$ cat src/sv/spq_pkg.sv
`timescale 1ns / 1ps
// shared types and constants of the sorted priority queue
package spq_pkg;

	localparam int DEPTH_DEF       = 16;
	localparam int VALUE_WIDTH_DEF = 32;

	// fixed widths of the channel fields
	localparam int OP_W    = 3;
	localparam int ITEM_W  = 32;
	localparam int POS_W   = 4;
	localparam int COUNT_W = 5;

	typedef enum logic [OP_W-1:0] {
		OP_OFFER     = 3'd0,
		OP_PEEK      = 3'd1,
		OP_POLL      = 3'd2,
		OP_AT        = 3'd3,
		OP_REMOVE    = 3'd4,
		OP_REMOVE_AT = 3'd5,
		OP_CLEAR     = 3'd6
	} op_t;

	typedef enum logic [1:0] {
		ST_IDLE,
		ST_SCAN,
		ST_FINISH,
		ST_DONE
	} state_t;

	typedef struct packed {
		logic [ITEM_W-1:0]  result_value;
		logic               found;
		logic [POS_W-1:0]   insert_position;
		logic [COUNT_W-1:0] removed_count;
		logic               rejected;
		logic [COUNT_W-1:0] occupancy;
	} rsp_t;

endpackage

$ cat src/sv/spq_ifs.sv
`timescale 1ns / 1ps
// command, response and configuration channels of the sorted priority queue

interface spq_cmd_if;
	import spq_pkg::*;
	logic              valid;
	logic              ready;
	logic [OP_W-1:0]   opcode;
	logic [ITEM_W-1:0] item_value;
	logic [POS_W-1:0]  position_in;
	modport source(output valid, output opcode, output item_value, output position_in,
		input ready);
	modport sink(input valid, input opcode, input item_value, input position_in,
		output ready);
endinterface

interface spq_rsp_if;
	import spq_pkg::*;
	logic               valid;
	logic               ready;
	logic [ITEM_W-1:0]  result_value;
	logic               found;
	logic [POS_W-1:0]   insert_position;
	logic [COUNT_W-1:0] removed_count;
	logic               rejected;
	logic [COUNT_W-1:0] occupancy;
	modport source(output valid, output result_value, output found, output insert_position,
		output removed_count, output rejected, output occupancy, input ready);
	modport sink(input valid, input result_value, input found, input insert_position,
		input removed_count, input rejected, input occupancy, output ready);
endinterface

interface spq_cfg_if;
	logic valid;
	logic ready;
	logic data;
	modport source(output valid, output data, input ready);
	modport sink(input valid, input data, output ready);
endinterface

$ cat src/sv/sorted_priority_queue.sv
`timescale 1ns / 1ps
// Sorted priority queue of DEPTH value words held in one single-port-read memory, head at
// entry 0, ordered smallest first or, with the descending register set, largest first.
// One item is worked at a time. The memory read port walks the entries one per cycle,
// moving entries up or down as it goes: offer and remove value walk the whole queue, poll
// and remove at walk from the index to the end, and peek and at read a single entry;
// clear, rejected offers, misses and remove value on an empty queue skip the walk.
// The next item is accepted on the edge after the result is registered, even while that
// result still waits in the output register; a stalled output holds the next result back.
module sorted_priority_queue #(
	parameter int DEPTH       = spq_pkg::DEPTH_DEF,
	parameter int VALUE_WIDTH = spq_pkg::VALUE_WIDTH_DEF
) (
	input  logic     clk,
	input  logic     arst_n,
	spq_cmd_if.sink   cmd,
	spq_rsp_if.source rsp,
	spq_cfg_if.sink   cfg
);
	import spq_pkg::*;

	localparam int IDX_W = $clog2(DEPTH);
	localparam int CNT_W = $clog2(DEPTH + 1);
	localparam logic [CNT_W-1:0] CNT_MAX = CNT_W'(DEPTH);
	localparam logic [CNT_W-1:0] CNT_ONE = CNT_W'(1);

	logic [VALUE_WIDTH-1:0] mem [DEPTH];

	state_t state_q, state_d;
	logic [CNT_W-1:0] count_q;
	logic             desc_q;
	logic             rsp_valid_q;
	rsp_t             rsp_q;

	logic [OP_W-1:0]        op_q;
	logic [VALUE_WIDTH-1:0] val_q;
	logic [IDX_W-1:0]       pos_q;
	logic [CNT_W-1:0]       rd_q, lim_q, wr_q, rm_q;
	logic                   hit_q;
	logic [IDX_W-1:0]       at_q;
	logic [VALUE_WIDTH-1:0] carry_q, res_q;
	logic                   found_q, rej_q;

	logic                   rvalid_s1;
	logic [IDX_W-1:0]       ridx_s1;
	logic [VALUE_WIDTH-1:0] rdata_s1;

	logic cmd_fire, issue, load_rsp, start_scan, pos_ok, ahead;
	logic                   mem_we;
	logic [IDX_W-1:0]       mem_waddr;
	logic [VALUE_WIDTH-1:0] mem_wdata;
	logic [IDX_W-1:0]       pos_c;
	logic [CNT_W-1:0]       rd_c, lim_c;

	assign cmd_fire = cmd.valid && cmd.ready;
	assign cfg.ready = 1'b1;
	assign pos_ok = 32'(cmd.position_in) < 32'(count_q);
	assign ahead = desc_q ? (val_q >= rdata_s1) : (val_q <= rdata_s1);

	// scan setup decoded from the incoming item
	always_comb begin
		start_scan = 1'b0;
		pos_c = '0;
		rd_c = '0;
		lim_c = count_q;
		unique case (cmd.opcode)
			OP_OFFER: start_scan = count_q < CNT_MAX;
			OP_PEEK: begin
				start_scan = count_q != '0;
				lim_c = CNT_ONE;
			end
			OP_POLL, OP_REMOVE: start_scan = count_q != '0;
			OP_AT: begin
				start_scan = pos_ok;
				pos_c = IDX_W'(cmd.position_in);
				rd_c = CNT_W'(pos_c);
				lim_c = CNT_W'(pos_c) + CNT_ONE;
			end
			OP_REMOVE_AT: begin
				start_scan = pos_ok;
				pos_c = IDX_W'(cmd.position_in);
				rd_c = CNT_W'(pos_c);
			end
			default: start_scan = 1'b0;
		endcase
	end

	// next state
	always_comb begin
		state_d = state_q;
		unique case (state_q)
			ST_IDLE: if (cmd_fire) begin
				state_d = start_scan ? ST_SCAN : ST_DONE;
			end
			ST_SCAN: if (rd_q == lim_q && !rvalid_s1) begin
				state_d = ST_FINISH;
			end
			ST_FINISH: state_d = ST_DONE;
			ST_DONE: if (!rsp_valid_q || rsp.ready) begin
				state_d = ST_IDLE;
			end
			default: state_d = ST_IDLE;
		endcase
	end

	// state outputs
	always_comb begin
		cmd.ready = 1'b0;
		issue = 1'b0;
		load_rsp = 1'b0;
		unique case (state_q)
			ST_IDLE: cmd.ready = 1'b1;
			ST_SCAN: issue = rd_q < lim_q;
			ST_DONE: load_rsp = !rsp_valid_q || rsp.ready;
			default: issue = 1'b0;
		endcase
	end

	// memory write: shift for offer, compaction for the removals
	always_comb begin
		mem_we = 1'b0;
		mem_waddr = ridx_s1;
		mem_wdata = rdata_s1;
		if (rvalid_s1) begin
			unique case (op_q)
				OP_OFFER: begin
					mem_we = hit_q || ahead;
					mem_wdata = hit_q ? carry_q : val_q;
				end
				OP_POLL, OP_REMOVE_AT: begin
					mem_we = ridx_s1 != pos_q;
					mem_waddr = wr_q[IDX_W-1:0];
				end
				OP_REMOVE: begin
					mem_we = rdata_s1 != val_q;
					mem_waddr = wr_q[IDX_W-1:0];
				end
				default: mem_we = 1'b0;
			endcase
		end else if (state_q == ST_FINISH && op_q == OP_OFFER) begin
			mem_we = 1'b1;
			mem_waddr = count_q[IDX_W-1:0];
			mem_wdata = hit_q ? carry_q : val_q;
		end
	end

	always_ff @(posedge clk) begin
		if (mem_we) begin
			mem[mem_waddr] <= mem_wdata;
		end
		if (issue) begin
			rdata_s1 <= mem[rd_q[IDX_W-1:0]];
		end
	end

	always_ff @(posedge clk or negedge arst_n) begin
		if (!arst_n) begin
			state_q <= ST_IDLE;
			count_q <= '0;
			desc_q <= 1'b0;
			rvalid_s1 <= 1'b0;
			rsp_valid_q <= 1'b0;
		end else begin
			state_q <= state_d;
			rvalid_s1 <= issue;
			if (cfg.valid) begin
				desc_q <= cfg.data;
			end
			if (cmd_fire && cmd.opcode == OP_CLEAR) begin
				count_q <= '0;
			end else if (state_q == ST_FINISH) begin
				unique case (op_q)
					OP_OFFER: count_q <= count_q + CNT_ONE;
					OP_POLL, OP_REMOVE_AT: count_q <= count_q - CNT_ONE;
					OP_REMOVE: count_q <= wr_q;
					default: count_q <= count_q;
				endcase
			end
			if (load_rsp) begin
				rsp_valid_q <= 1'b1;
			end else if (rsp.ready) begin
				rsp_valid_q <= 1'b0;
			end
		end
	end

	always_ff @(posedge clk) begin
		if (issue) begin
			ridx_s1 <= rd_q[IDX_W-1:0];
			rd_q <= rd_q + CNT_ONE;
		end
		if (cmd_fire) begin
			op_q <= cmd.opcode;
			val_q <= VALUE_WIDTH'(cmd.item_value);
			pos_q <= pos_c;
			rd_q <= rd_c;
			wr_q <= rd_c;
			lim_q <= lim_c;
			rm_q <= '0;
			hit_q <= 1'b0;
			at_q <= '0;
			res_q <= '0;
			found_q <= 1'b0;
			rej_q <= cmd.opcode == OP_OFFER && count_q == CNT_MAX;
		end else if (rvalid_s1) begin
			unique case (op_q)
				OP_OFFER: begin
					if (hit_q) begin
						carry_q <= rdata_s1;
					end else if (ahead) begin
						hit_q <= 1'b1;
						at_q <= ridx_s1;
						carry_q <= rdata_s1;
					end
				end
				OP_PEEK, OP_AT: begin
					res_q <= rdata_s1;
					found_q <= 1'b1;
				end
				OP_POLL, OP_REMOVE_AT: begin
					if (ridx_s1 == pos_q) begin
						res_q <= rdata_s1;
					end else begin
						wr_q <= wr_q + CNT_ONE;
					end
				end
				OP_REMOVE: begin
					if (rdata_s1 == val_q) begin
						rm_q <= rm_q + CNT_ONE;
					end else begin
						wr_q <= wr_q + CNT_ONE;
					end
				end
				default: found_q <= found_q;
			endcase
		end else if (state_q == ST_FINISH) begin
			unique case (op_q)
				OP_OFFER: begin
					found_q <= 1'b1;
					if (!hit_q) begin
						at_q <= count_q[IDX_W-1:0];
					end
				end
				OP_POLL, OP_REMOVE_AT: found_q <= 1'b1;
				default: found_q <= found_q;
			endcase
		end
		if (load_rsp) begin
			rsp_q.result_value <= ITEM_W'(res_q);
			rsp_q.found <= found_q;
			rsp_q.insert_position <= POS_W'(at_q);
			rsp_q.removed_count <= COUNT_W'(rm_q);
			rsp_q.rejected <= rej_q;
			rsp_q.occupancy <= COUNT_W'(count_q);
		end
	end

	assign rsp.valid = rsp_valid_q;
	assign rsp.result_value = rsp_q.result_value;
	assign rsp.found = rsp_q.found;
	assign rsp.insert_position = rsp_q.insert_position;
	assign rsp.removed_count = rsp_q.removed_count;
	assign rsp.rejected = rsp_q.rejected;
	assign rsp.occupancy = rsp_q.occupancy;

`ifndef SYNTH
	a_count_bound: assert property (@(posedge clk) disable iff (!arst_n)
		count_q <= CNT_MAX)
		else $error("occupancy beyond depth");

	a_read_bound: assert property (@(posedge clk) disable iff (!arst_n)
		state_q == ST_SCAN |-> rd_q <= lim_q)
		else $error("read pointer past scan limit");

	a_compact_behind: assert property (@(posedge clk) disable iff (!arst_n)
		rvalid_s1 && (op_q == OP_POLL || op_q == OP_REMOVE_AT || op_q == OP_REMOVE)
		|-> wr_q <= CNT_W'(ridx_s1))
		else $error("compaction write ahead of read");

	a_full_reject: assert property (@(posedge clk) disable iff (!arst_n)
		cmd_fire && cmd.opcode == OP_OFFER && count_q == CNT_MAX |=> state_q == ST_DONE)
		else $error("offer on full queue started a scan");

	a_write_window: assert property (@(posedge clk) disable iff (!arst_n)
		mem_we |-> state_q == ST_SCAN || state_q == ST_FINISH)
		else $error("memory write outside scan");
`endif

endmodule
$ cat src/flat_wrapper.sv
// flat-port wrapper written by rule: the top's interface ports become plain ports
module sorted_priority_queue_flat import spq_pkg::*;
#(
	parameter int DEPTH       = spq_pkg::DEPTH_DEF,
	parameter int VALUE_WIDTH = spq_pkg::VALUE_WIDTH_DEF
)
  (clk, arst_n, cmd_valid, cmd_opcode, cmd_item_value, cmd_position_in, cmd_ready, rsp_valid, rsp_result_value, rsp_found, rsp_insert_position, rsp_removed_count, rsp_rejected, rsp_occupancy, rsp_ready, cfg_valid, cfg_data, cfg_ready);
  spq_cmd_if cmd_i ();
  spq_rsp_if rsp_i ();
  spq_cfg_if cfg_i ();
  input  logic clk;
  input  logic arst_n;
  input wire logic [$bits(cmd_i.valid)-1:0] cmd_valid;
  input wire logic [$bits(cmd_i.opcode)-1:0] cmd_opcode;
  input wire logic [$bits(cmd_i.item_value)-1:0] cmd_item_value;
  input wire logic [$bits(cmd_i.position_in)-1:0] cmd_position_in;
  output wire logic [$bits(cmd_i.ready)-1:0] cmd_ready;
  output wire logic [$bits(rsp_i.valid)-1:0] rsp_valid;
  output wire logic [$bits(rsp_i.result_value)-1:0] rsp_result_value;
  output wire logic [$bits(rsp_i.found)-1:0] rsp_found;
  output wire logic [$bits(rsp_i.insert_position)-1:0] rsp_insert_position;
  output wire logic [$bits(rsp_i.removed_count)-1:0] rsp_removed_count;
  output wire logic [$bits(rsp_i.rejected)-1:0] rsp_rejected;
  output wire logic [$bits(rsp_i.occupancy)-1:0] rsp_occupancy;
  input wire logic [$bits(rsp_i.ready)-1:0] rsp_ready;
  input wire logic [$bits(cfg_i.valid)-1:0] cfg_valid;
  input wire logic [$bits(cfg_i.data)-1:0] cfg_data;
  output wire logic [$bits(cfg_i.ready)-1:0] cfg_ready;
  assign cmd_i.valid = cmd_valid;
  assign cmd_i.opcode = cmd_opcode;
  assign cmd_i.item_value = cmd_item_value;
  assign cmd_i.position_in = cmd_position_in;
  assign cmd_ready = cmd_i.ready;
  assign rsp_valid = rsp_i.valid;
  assign rsp_result_value = rsp_i.result_value;
  assign rsp_found = rsp_i.found;
  assign rsp_insert_position = rsp_i.insert_position;
  assign rsp_removed_count = rsp_i.removed_count;
  assign rsp_rejected = rsp_i.rejected;
  assign rsp_occupancy = rsp_i.occupancy;
  assign rsp_i.ready = rsp_ready;
  assign cfg_i.valid = cfg_valid;
  assign cfg_i.data = cfg_data;
  assign cfg_ready = cfg_i.ready;
  sorted_priority_queue #(.DEPTH(DEPTH), .VALUE_WIDTH(VALUE_WIDTH)) u_core (.clk(clk), .arst_n(arst_n), .cmd(cmd_i), .rsp(rsp_i), .cfg(cfg_i));
endmodule
$ cat config.mk
export PLATFORM = sky130hd
export DESIGN_NAME = sorted_priority_queue_flat
export DESIGN_NICKNAME = d
export VERILOG_FILES = /design/src/sv/spq_pkg.sv /design/src/sv/spq_ifs.sv /design/src/sv/sorted_priority_queue.sv /design/src/flat_wrapper.sv
export SDC_FILE = /design/constraint.sdc
export NUM_CORES = 1
export LEC_CHECK = 0
export ABC_AREA = 1
export BUFFER_PORTS_ARGS = -buffer_cell sky130_fd_sc_hd__buf_2
export CORE_MARGIN = 3
export CORE_UTILIZATION = 51
export DETAILED_ROUTE_END_ITERATION = 16
export HOLD_SLACK_MARGIN = 0.08
export MAX_ROUTING_LAYER = met4
export PLACE_DENSITY = 0.66
export SLEW_MARGIN = 20
export SYNTH_ARGS = -nofsm -noshare
export SYNTH_HDL_FRONTEND = slang
export SYNTH_SLANG_ARGS = --single-unit
$ cat constraint.sdc
create_clock -name clk -period 4 [get_ports clk]
set_input_delay 0.2 -clock clk [delete_from_list [all_inputs] [get_ports clk]]
set_output_delay 0.2 -clock clk [all_outputs]
set_load 0.01 [all_outputs]
## Word-level counts from Yosys, hierarchy flattened

Memories as Yosys holds them, arrays and structs flattened. A register that Yosys moved wholly into a read port is not among the register bits.
Cells that the tools add are included.

| storage, ports and cells | value |
|---|---|
| logic and storage cells | 158 |
| register bits after elaboration | 192 |
| latch bits | 0 |
| bits in writable memories | 512 |
| input bits | 45 |
| memories kept | 1 |
| output and inout port bits | 51 |
| memory bits (read-only) | 0 |

| operators by class | value |
|---|---|
| multiplexer cells | 53 |
| order comparisons | 5 |
| $mul | 0 |
| divide/modulo/power cells | 0 |
| reduce and logical (&&, ||, !) cells | 38 |
| equal/unequal tests | 28 |
| shift operators | 0 |
| add/sub/neg operators | 6 |
| bitwise gates (word level) | 2 |

Memories:

| memory | words | bits a word | read ports | clocked after Yosys merged registers in | write ports | RTL line | source |
|---|---|---|---|---|---|---|---|
| u_core.mem | 16 | 32 | 1 | 1 | 1 | sorted_priority_queue.sv:27 | `logic [VALUE_WIDTH-1:0] mem [DEPTH];` |

Operators with widths:

| cell | count |
|---|---|
| 2-to-1 mux 32 bit | 7 |
| one-hot mux 32 bit (2 select lines) | 1 |
| 2-to-1 mux 4 bit | 11 |
| 2-to-1 mux 5 bit | 8 |
| == test 32 bit | 1 |
| >= comparator 32 bit | 1 |
| <= comparator 32 bit | 1 |
| inequality test 32 bit | 1 |
| adder 5 x 1 -> 5 bit (second input constant) | 4 |
| one-hot mux 5 bit (2 select lines) | 2 |
| 2-to-1 mux 1 bit | 16 |
| nonzero test 2 bit | 8 |
| == test 3 bit (second input constant) | 5 |
| one-hot mux 5 bit (3 select lines) | 1 |
| == test 3 x 2 -> 1 bit (second input constant) | 4 |
| AND reduction 3 bit | 4 |
| AND reduction 4 bit | 3 |
| OR reduction 3 bit | 3 |
| 2-to-1 mux 2 bit | 4 |
| inequality test 2 x 1 -> 1 bit (second input constant) | 4 |
| one-hot mux 2 bit (4 select lines) | 1 |
| == test 3 x 1 -> 1 bit (second input constant) | 2 |
| logical NOT 3 bit | 2 |
| inequality test 3 x 2 -> 1 bit (second input constant) | 2 |
| 23 further kinds | 36 |

## Depth between registers and ports, before layout

Gate-level depths: netlist (run 1).

| depth | value |
|---|---|
| word-level depth | 7 |
| mapped depth | 20 |
| mapped depth without buffers | 19 |

## Worst setup path after synthesis (run 1)

Ideal clock, no wire load.

| path | value |
|---|---|
| path type | reg2reg |
| start point | register u_core.state_q[0] |
| end point | register u_core.carry_q[0], enable pin |
| arrival time | 3.543 ns |
| period minus slack after synthesis | 4.054 ns |
| required time | 3.488 ns |
| library setup time | 0.512 ns |
| path buffers | 1 |
| cell stages (with the launch flop) | 7 |
| slack | -0.054 ns |
| cells stage by stage | dfrtp_1 -> inv_1 -> ha_1 -> nand2_1 -> clkinv_1 -> buf_1 -> nor2_1 |

| on the way | value |
|---|---|
| cells in the longest elaborated chain, start to end | 5 |

RTL lines:

| item | RTL line | source |
|---|---|---|
| start: declaration | sorted_priority_queue.sv:29 | `state_t state_q, state_d;` |
| start signal: assignment | sorted_priority_queue.sv:164 | `state_q <= state_d;` |
| logical NOT 2 bit | sorted_priority_queue.sv:111 | `unique case (state_q)` |
| 2-to-1 mux 1 bit | sorted_priority_queue.sv:111 |  |
| named net cmd_ready | flat_wrapper.sv:17 | `output wire logic [$bits(cmd_i.ready)-1:0] cmd_ready;` |
| logical AND 1 bit | sorted_priority_queue.sv:55 | `assign cmd_fire = cmd.valid && cmd.ready;` |
| named net u_core.cmd_fire | sorted_priority_queue.sv:48 | `logic cmd_fire, issue, load_rsp, start_scan, pos_ok, ahead;` |
| inverter 1 bit (no line) | -- |  |
| AND reduction 4 bit (no line) | -- |  |
| end signal: assignment | sorted_priority_queue.sv:209 | `carry_q <= rdata_s1;` |
| end signal: assignment | sorted_priority_queue.sv:213 | `carry_q <= rdata_s1;` |
| end: declaration | sorted_priority_queue.sv:41 | `logic [VALUE_WIDTH-1:0] carry_q, res_q;` |

The timed path passes the listed nets, and every way through them passes these cells.
A chain may end at the register's enable or synchronous reset.

## Final worst setup path (run 1)

| path | value |
|---|---|
| start point | register u_core.rdata_s1[23] (read register of u_core.mem) |
| end point | memory u_core.mem[3][25] in the netlist's numbering, enable pin |

| on the way | value |
|---|---|
| cells in the longest elaborated chain, start to end | 7 |
| elaborated cells between the ends (all ways) | 9 |
| classes of those cells | order compare (2); eq/ne (1); mux (5); reduce/logical (1) |

RTL lines:

| item | RTL line | source |
|---|---|---|
| start: declaration | sorted_priority_queue.sv:46 | `logic [VALUE_WIDTH-1:0] rdata_s1;` |
| <= comparator 32 bit or >= comparator 32 bit (tied branches) | sorted_priority_queue.sv:58 | `assign ahead = desc_q ? (val_q >= rdata_s1) : (val_q <= rdata_s1);` |
| 2-to-1 mux 1 bit | sorted_priority_queue.sv:58 |  |
| logical OR 1 bit | sorted_priority_queue.sv:127 | `mem_we = hit_q \|\| ahead;` |
| one-hot mux 1 bit (3 select lines) * | sorted_priority_queue.sv:125 | `unique case (op_q)` |
| 2-to-1 mux 1 bit * | sorted_priority_queue.sv:124 | `if (rvalid_s1) begin` |
| 2-to-1 mux 1 bit * | sorted_priority_queue.sv:148 | `if (mem_we) begin` |
| 2-to-1 mux 1 bit (implied by the code) * | sorted_priority_queue.sv:149 | `mem[mem_waddr] <= mem_wdata;` |
| end: declaration | sorted_priority_queue.sv:27 |  |

Mark *: on every way between the ends. The rest lies on a longest branch, timed or not.

==> qor.txt, run 1 <==
PWR
------------------------------------------------------------------------------------------------------
Static Leak                                                                                    11.8 nW
Worst-case vdd ir drop                                                                        0.745 mV
Power dissipated by switching net loads                                                        9.01 mW
Cell internal pwr                                                                              16.5 mW
Sequential power share                                                                           42.1%
Switching part of the total power                                                                35.4%
Fraction of power consumed by the clock network                                                  26.4%
Total power divided by cell area                                                           745 nW/um^2
Total power after layout                                                                       25.5 mW
Logic pwr share                                                                                  31.5%

YOSYS
------------------------------------------------------------------------------------------------------
Proportion of synthesized chip area in sequential cells                                          72.8%
Primary flip-flop cell chosen by synthesis mapping                                        sky130_fd_sc_hd__edfxtp_1
EDFF count, synth                                                                                  683
Synth Area in XOR/XNOR                                                                          0.265%
Post-synth cell types                                                                               48
FF+latch count, synth                                                                              736
Fraction of the mapped netlist area in simple logic gates                                        8.95%
Multiplexer fraction of the synthesized cell area                                                1.68%
Main combinational cell family by area after synthesis                                    compound AO/OA/AOI/OAI gates
Share of synthesized registers carrying an async set or reset                                    1.36%
Synth Area per Inst                                                                          13.3 um^2
Synthesized netlist net count                                                                     2330
Post-Synth Adder-Cell Area                                                                       2.21%
Cell area after synthesis                                                                   29700 um^2
Synth warnings                                                                                       0
Gate count after technology mapping                                                               2233
Complex-gate fraction of the synthesized area                                                    11.0%

TIMING
------------------------------------------------------------------------------------------------------
Final worst slack                                                                             0.765 ns
Max Clock Skew                                                                               0.0218 ns
Ratio of final minimum period to clock period                                                    80.9%
Final critical path time including I/O delays and setup                                        3.23 ns
Max Fclk                                                                                       309 MHz
RSZ-0062 raised after global routing                                                                no
Slew Limit Fails                                                                                     0
Hold Violations, Final                                                                               0
Actual transition at the worst max-transition pin                                              1.10 ns
Final setup violation count                                                                          0
Slew margin rel.                                                                                 26.9%
Setup TNS                                                                                         0 ns

DRT
------------------------------------------------------------------------------------------------------
Number of remaining DRC errors                                                                       0
Total Routed Length                                                                           68400 um
Vias post-DR                                                                                     18500
Router iterations before antenna repair                                                              5
Post-route ant nets                                                                                  0
WL/cell                                                                                        21.3 um
Vias per Instance                                                                                 5.79
Number of design-rule violations left by the first detailed-router iteration                      2031

FLOORPLAN
------------------------------------------------------------------------------------------------------
Die Y                                                                                           247 um
Initial Utilization                                                                              52.1%
Area of the die                                                                             61200 um^2
Count of boundary I/O pins                                                                          96
Floorplan row count                                                                                 87
Floorplan core area                                                                         57000 um^2
Die boundary width                                                                              247 um

CLOCK TREE
------------------------------------------------------------------------------------------------------
Total clock buffers created by CTS                                                                  76
Bufs on Longest Clock Path                                                                           3
Clock Latency Late Sink                                                                        0.61 ns
Number of sinks on the clock net                                                                   736
Clock Tree Root                                                                           sky130_fd_sc_hd__clkbuf_16
Clock transition at the register clock pins on the worst setup and hold paths after CTS        0.06 ns
Number of levels in the clock H-tree                                                                 3
CTS tree                                                                                          done
Resized cells post-CTS                                                                               0

CELLS AND AREA
------------------------------------------------------------------------------------------------------
Most common cell after layout, fill and taps aside                                        sky130_fd_sc_hd__edfxtp_1
Layout cell share with drive strength beyond 1                                                   14.6%
Area used by multi-input combinational logic                                                 7390 um^2
Sequential cell area                                                                        21600 um^2
Fin area                                                                                    34200 um^2
Signed area change from the synthesized netlist to the final layout                              15.2%
Fillcell total                                                                                    4416
Final net count                                                                                   2489
Non-filler cells, final                                                                           3203
Commonest cells after routing, fill and taps aside                                        sky130_fd_sc_hd__edfxtp_1 (683), sky130_fd_sc_hd__nor2_1 (322), sky130_fd_sc_hd__o21ai_0 (214), sky130_fd_sc_hd__nand2_1 (174), sky130_fd_sc_hd__inv_1 (101)

CRITICAL PATH
------------------------------------------------------------------------------------------------------
CP cell instances                                                                         inv_1, ha_1, a21o_1, nor2_1, a21oi_1, nor2_1, nand3_1, nand4_1, nand2_1, nand2_1, nand2_2, buf_4, a21oi_4, buf_4
Data required time of the worst path                                                           4.24 ns
Critical path peak fanout                                                                           32
Worst r2r dst                                                                             u_core.mem[3][25]$_DFFE_PP_
Critical path's top delay family                                                          simple AND/OR/NAND/NOR gates
Combined buffer and inverter count along the critical path                                           3
Reg2Reg Depth                                                                                       14
Peak per-stage delay on the critical path                                                      0.42 ns
Critical path capture point type                                                             flip-flop
Critical R2R Launch                                                                       u_core.rdata_s1[23]$_DFFE_PP_
Startpoint Class                                                                             flip-flop
Start-to-end type of the worst setup path                                                 flip-flop to flip-flop
Reg-to-reg slack, setup                                                                        0.77 ns
Worst-path cell with the longest stage delay                                              sky130_fd_sc_hd__buf_4
Endpoint arrival time on the critical path                                                     3.48 ns

PLACEMENT
------------------------------------------------------------------------------------------------------
Setup slack after placement                                                                   0.730 ns
Detailed placement HPWL                                                                       42700 um
Cell area reported after detailed placement                                                 31400 um^2
Number of buffer cells added on primary ports                                                       94
# placed instances                                                                                3025
Final estimated routing congestion in global placement                                           0.878

MIN PATH
------------------------------------------------------------------------------------------------------
Worst-case hold path end point                                                            u_core.val_q[19]$_DFFE_PP_
HP Class                                                                                  input port to flip-flop
Worst hold stages                                                                                    2
Hold Path Origin                                                                          cmd_item_value[19]

OUTCOME
------------------------------------------------------------------------------------------------------
Run status                                                                                finished, final reports clean

GLOBAL ROUTING
------------------------------------------------------------------------------------------------------
Aggregate global-route resource usage                                                            23.1%
Gr ovfl total                                                                                        0
Number of antenna violations at the first check in global routing                                    1
Wire length of the first global-routing pass                                                 104000 um
Via count of the first global-routing pass                                                       17700
Pin count of the biggest net entering global routing                                               193

JOB
------------------------------------------------------------------------------------------------------
Number of maximum-capacitance constraint violations                                                  0

==> layer usage <==
| layer | share of wire (%) | up-vias | global-route usage, % |
|---|---|---|---|
| met5 | 0 | - | - |
| met2 | 44 | 665 | 32.6 |
| met3 | 7.9 | 95 | 3.92 |
| met4 | 2.3 | 0 | 6.20 |
| li1 | - | 8597 | - |
| met1 | 46 | 9189 | 34.8 |
==> cells by family after synthesis <==
kind of cell             Yosys count
flip-flops                       736
AND/OR/NAND/NOR                  632
AO/OA/AOI/OAI                    514
buffers and inverters            239
adder cells (fa/ha/maj)           52
multiplexers                      50
XOR/XNOR                           9
other                              1
==> worst max path at each step <==
stage / from / endpoint / slack (ns) / cells after the start
detailed placement: u_core.rdata_s1[23]$_DFFE_PP_ / u_core.mem[12][19]$_DFFE_PP_ / 0.73 / 14
global route: u_core.rdata_s1[27]$_DFFE_PP_ / u_core.mem[6][17]$_DFFE_PP_ / 0.49 / 15
finish: u_core.rdata_s1[23]$_DFFE_PP_ / u_core.mem[3][25]$_DFFE_PP_ / 0.77 / 14
global placement: u_core.rdata_s1[31]$_DFFE_PP_ / u_core.mem[12][18]$_DFFE_PP_ / 0.76 / 16
floorplan: u_core.state_q[0]$_DFFE_PN0P_ / u_core.carry_q[0]$_DFFE_PP_ / 0.04 / 6
CTS: u_core.rdata_s1[27]$_DFFE_PP_ / u_core.mem[3][22]$_DFFE_PP_ / 0.71 / 15
==> state kept, by name (all words and copies together) (netlist names), 2 cells and up <==
name and count:
u_core.rsp.removed_count 5, u_core.mem 512, u_core.rd_q 5, u_core.rsp.result_value 32, u_core.wr_q 5, u_core.val_q 32, u_core.ridx_s1 4, u_core.at_q 4
u_core.state_q 2, u_core.res_q 32, u_core.pos_q 4, u_core.rsp.insert_position 4, u_core.op_q 3, u_core.rm_q 5, u_core.rdata_s1 32, u_core.lim_q 5
u_core.carry_q 32, u_core.count_q 5, u_core.rsp.occupancy 5
==> synthesized netlist by cell type, types with 8 or more instances <==
master / count / share of area [%]
sky130_fd_sc_hd__dfrtp_1: 10 / 0.84
sky130_fd_sc_hd__or2_2: 31 / 0.65
sky130_fd_sc_hd__edfxtp_1: 683 / 69
sky130_fd_sc_hd__nand4_1: 11 / 0.23
sky130_fd_sc_hd__nand2_1: 174 / 2.2
sky130_fd_sc_hd__clkbuf_1: 102 / 1.3
sky130_fd_sc_hd__o211ai_1: 50 / 1.3
sky130_fd_sc_hd__ha_1: 51 / 2.1
sky130_fd_sc_hd__o21ai_0: 219 / 3.7
sky130_fd_sc_hd__buf_2: 12 / 0.20
sky130_fd_sc_hd__nor2_1: 326 / 4.1
sky130_fd_sc_hd__o221ai_1: 50 / 1.5
sky130_fd_sc_hd__mux2i_1: 50 / 1.7
sky130_fd_sc_hd__a21oi_1: 78 / 1.3
sky130_fd_sc_hd__inv_1: 101 / 1.3
sky130_fd_sc_hd__a21oi_2: 8 / 0.24
sky130_fd_sc_hd__o32ai_1: 80 / 2.4
sky130_fd_sc_hd__nand3_1: 65 / 1.1
sky130_fd_sc_hd__inv_2: 11 / 0.14
sky130_fd_sc_hd__buf_1: 8 / 0.10
sky130_fd_sc_hd__o21ai_1: 15 / 0.25
sky130_fd_sc_hd__dfxtp_1: 43 / 2.9
==> per-stage QoR <==
| stage | util (%) | hold slack, ns |
|---|---|---|
| after floorplan | - | -0.0956 |
| after global placement | 55.1 | 0.0738 |
| after detailed placement | 55.1 | 0.0776 |
| after CTS | 60.0 | 0.271 |
| after global routing | 60.0 | 0.281 |
| final | 60.0 | 0.304 |
==> power by group through the flow <==
| stage | clock network [mW] | logic [mW] | registers (mW) |
|---|---|---|---|
| after floorplan | 0 | 4.87 | 10.8 |
| after global placement | 0 | 7.68 | 10.8 |
| after detailed placement | 0 | 7.88 | 10.9 |
| after CTS | 6.85 | 7.97 | 10.7 |
| after global routing | 7.17 | 8.83 | 10.8 |
| final | 6.72 | 8.04 | 10.7 |
==> worst register-to-register path, stage by stage (launching register included) <==
cell,delay [ns]
sky130_fd_sc_hd__edfxtp_1,0.39
sky130_fd_sc_hd__inv_1,0.13
sky130_fd_sc_hd__ha_1,0.27
sky130_fd_sc_hd__a21o_1,0.19
sky130_fd_sc_hd__nor2_1,0.15
sky130_fd_sc_hd__a21oi_1,0.10
sky130_fd_sc_hd__nor2_1,0.28
sky130_fd_sc_hd__nand3_1,0.15
sky130_fd_sc_hd__nand4_1,0.12
sky130_fd_sc_hd__nand2_1,0.06
sky130_fd_sc_hd__nand2_1,0.07
sky130_fd_sc_hd__nand2_2,0.04
sky130_fd_sc_hd__buf_4,0.27
sky130_fd_sc_hd__a21oi_4,0.20
sky130_fd_sc_hd__buf_4,0.42
==> layout make-up <==
type                       count  area share [%]
antenna                        1         0.00731
clock buffer                  92            5.86
clock inverter                40            1.02
inverter                     115            1.28
multi-input combinational   1258            21.6
sequential                   736            63.2
tap                          756            2.76
timing repair buffer         205            4.32
==> timing repair <==
item,in CTS,in global routing
setup buffers,0,0
hold endpoints to repair,60,0
hold buffers,45,0
Note: power is estimated with default switching activity, not from simulation.
==> run 2: changes to the inputs <==
--- a/config.mk
+++ b/config.mk
@@ -12,7 +12,7 @@
 export DETAILED_ROUTE_END_ITERATION = 16
 export HOLD_SLACK_MARGIN = 0.08
 export MAX_ROUTING_LAYER = met4
-export PLACE_DENSITY = 0.66
+export PLACE_DENSITY = 0.63
 export SLEW_MARGIN = 20
 export SYNTH_ARGS = -nofsm -noshare
 export SYNTH_HDL_FRONTEND = slang
==> constraint.sdc (replaced) <==
create_clock -name clk -period 3.3 [get_ports clk]
set_input_delay 0.165 -clock clk [delete_from_list [all_inputs] [get_ports clk]]
set_output_delay 0.165 -clock clk [all_outputs]
set_load 0.01 [all_outputs]
==> qor.txt, run 2 (synthesized netlist as in run 1, its figures left out) <==
TIMING
------------------------------------------------------------------------------------------------------
Slew Limit Fails                                                                                     0   unchanged
Setup TNS                                                                                         0 ns   unchanged
RSZ-0062 raised after global routing                                                                no
Slew margin rel.                                                                                 49.1%   +22 points
Actual transition at the worst max-transition pin                                             0.755 ns   -0.341 ns
Final setup violation count                                                                          0   unchanged
Max Fclk                                                                                       329 MHz   +6.6%
Hold Violations, Final                                                                               0   unchanged
Ratio of final minimum period to clock period                                                    92.0%   +11 points
Hold_ws                                                                                       0.273 ns   -0.0311 ns
Final worst slack                                                                             0.265 ns   -0.501 ns
Final critical path time including I/O delays and setup                                        3.04 ns   -0.199 ns
Max Clock Skew                                                                               0.0263 ns   +0.00457 ns

PWR
------------------------------------------------------------------------------------------------------
Worst-case vdd ir drop                                                                        0.514 mV   -31%
Total power divided by cell area                                                           904 nW/um^2   +21%
Static Leak                                                                                    12.1 nW   +2.0%
Total power after layout                                                                       31.4 mW   +23%

CLOCK TREE
------------------------------------------------------------------------------------------------------
Buffer count from post-CTS setup fixing                                                              0   unchanged
Clock transition at the register clock pins on the worst setup and hold paths after CTS        0.06 ns   about the same
Resized cells post-CTS                                                                               0   unchanged
Clock Tree Root                                                                           sky130_fd_sc_hd__clkbuf_16
Clock Latency Late Sink                                                                        0.61 ns   about the same
Total clock buffers created by CTS                                                                  75   -1.3%
Number of levels in the clock H-tree                                                                 3   unchanged
Hold-fix buffer count after cts                                                                     45   unchanged
Number of sinks on the clock net                                                                   736   unchanged
Bufs on Longest Clock Path                                                                           3   unchanged
CTS tree                                                                                          done

CRITICAL PATH
------------------------------------------------------------------------------------------------------
Critical path peak fanout                                                                           32   unchanged
Startpoint Class                                                                             flip-flop
Peak per-stage delay on the critical path                                                      0.38 ns   -0.04 ns
Worst r2r dst                                                                             u_core.mem[5][12]$_DFFE_PP_
Start-to-end type of the worst setup path                                                 flip-flop to flip-flop
Worst setup path startpoint                                                               u_core.rdata_s1[23]$_DFFE_PP_
Reg-to-reg slack, setup                                                                        0.26 ns   -0.50 ns
CP cell instances                                                                         inv_1, ha_1, a21o_1, nor2_1, a21oi_1, nor2_1, nand3_1, nand4_1, nand2_1, nand2_1, nand2_2, buf_12, a21oi_4, buf_12
Reg2Reg Depth                                                                                       14   unchanged
Critical R2R Launch                                                                       u_core.rdata_s1[23]$_DFFE_PP_
Worst-path cell with the longest stage delay                                              sky130_fd_sc_hd__edfxtp_1
Endpoint arrival time on the critical path                                                     3.31 ns   -0.17 ns
Critical path capture point type                                                             flip-flop
Data required time of the worst path                                                           3.57 ns   -0.67 ns
Capturing element of the worst setup path                                                 u_core.mem[5][12]$_DFFE_PP_

DRT
------------------------------------------------------------------------------------------------------
Post-route ant nets                                                                                  0   unchanged
Number of design-rule violations left by the first detailed-router iteration                      1595   -21%
WL/cell                                                                                        21.7 um   +1.8%
Number of remaining DRC errors                                                                       0   unchanged
Vias per Instance                                                                                 5.77   -0.31%
Total Routed Length                                                                           70400 um   +2.9%
Router iterations before antenna repair                                                              5   unchanged
Vias post-DR                                                                                     18700   +0.74%

GLOBAL ROUTING
------------------------------------------------------------------------------------------------------
Via count of the first global-routing pass                                                       18100   +2.3%
Number of antenna violations at the first check in global routing                                    0   -1
Wire length of the first global-routing pass                                                 109000 um   +4.5%
Gr ovfl total                                                                                        0   unchanged
Pin count of the biggest net entering global routing                                               133   -31%
Aggregate global-route resource usage                                                            24.0%   +0.96 points

PLACEMENT
------------------------------------------------------------------------------------------------------
# placed instances                                                                                3056   +1.0%
Cell area reported after detailed placement                                                 31900 um^2   +1.4%
Setup slack after placement                                                                   0.236 ns   -0.494 ns
Detailed placement HPWL                                                                       45600 um   +7.0%
Number of buffer cells added on primary ports                                                       94   unchanged
Final estimated routing congestion in global placement                                           0.861   -1.9%

CELLS AND AREA
------------------------------------------------------------------------------------------------------
Fin area                                                                                    34700 um^2   +1.4%
Number of flip-flops in the largest register                                                       512   unchanged
Layout cell share with drive strength beyond 1                                                   15.7%   +1.1 points
Final standard cell utilization of the core                                                      60.9%   +0.86 points
Signed area change from the synthesized netlist to the final layout                              16.8%
Register with the most flip-flops                                                           u_core.mem
Commonest cells after routing, fill and taps aside                                        sky130_fd_sc_hd__edfxtp_1 (683), sky130_fd_sc_hd__nor2_1 (322), sky130_fd_sc_hd__o21ai_0 (219), sky130_fd_sc_hd__nand2_1 (174), sky130_fd_sc_hd__inv_1 (101)
ANT cells                                                                                            0   -1
Most common cell after layout, fill and taps aside                                        sky130_fd_sc_hd__edfxtp_1
Final net count                                                                                   2519   +1.2%
Non-filler cells, final                                                                           3237   +1.1%

FLOORPLAN
------------------------------------------------------------------------------------------------------
Count of boundary I/O pins                                                                          96   unchanged
Area of the die                                                                             61200 um^2   unchanged
Die Y                                                                                           247 um   unchanged
Floorplan core area                                                                         57000 um^2   unchanged
Die boundary width                                                                              247 um   unchanged
Floorplan row count                                                                                 87   unchanged
Initial Utilization                                                                              52.1%   unchanged

MIN PATH
------------------------------------------------------------------------------------------------------
HP Class                                                                                  input port to flip-flop

JOB
------------------------------------------------------------------------------------------------------
Number of maximum-capacitance constraint violations                                                  0   unchanged

OUTCOME
------------------------------------------------------------------------------------------------------
Run status                                                                                finished, final reports clean

==> run 2: cell types whose count changed in the layout (fill, tap and decap cells not counted), moves of 4 or more <==
cell and delta:
sky130_fd_sc_hd__buf_12 +17, sky130_fd_sc_hd__buf_4 +14, sky130_fd_sc_hd__clkbuf_8 +5, sky130_fd_sc_hd__o21ai_0 +5, sky130_fd_sc_hd__o21ai_2 -5, sky130_fd_sc_hd__clkinv_1 -4
==> run 2: worst min-delay path by stage <==
stage	cells after the start	endpoint	from
finish	2	u_core.val_q[22]$_DFFE_PP_	cmd_item_value[22]
global route	2	u_core.val_q[18]$_DFFE_PP_	cmd_item_value[18]
CTS	2	u_core.val_q[21]$_DFFE_PP_	cmd_item_value[21]
detailed placement	1	u_core.rsp.valid$_DFFE_PN0P_	arst_n
global placement	1	u_core.rsp.valid$_DFFE_PN0P_	arst_n
floorplan	0	u_core.count_q[0]$_DFFE_PN0P_	arst_n
==> run 2: where the power goes <==
group	internal (mW)	switching (mW)
logic	2.96	7.13
clock network	4.88	3.44
registers	12.5	0.499
==> run 2: cell type report <==
type	count	area, um^2
timing repair buffer	236	1920
inverter	115	437
fill	4356	22300
clock buffer	98	2060
clock inverter	38	367
tap	756	946
multi-input combinational	1258	7370
sequential	736	21600
==> run 2: metal layers <==
layer	global-route usage (%)	wire length (um)	vias up
met5	-	0	-
met4	5.06	1180	0
met3	3.94	5180	96
met2	34.6	30900	715
met1	36.3	33100	9210
li1	-	-	8663
==> run 2: worst max-delay path: cells and delay by family, from the launching register on <==
kind,cells,cell delay (ns)
flops,1,0.38
simple gates,7,0.96
fa+ha+maj,1,0.26
compound gates,3,0.45
buf+inv,3,0.61
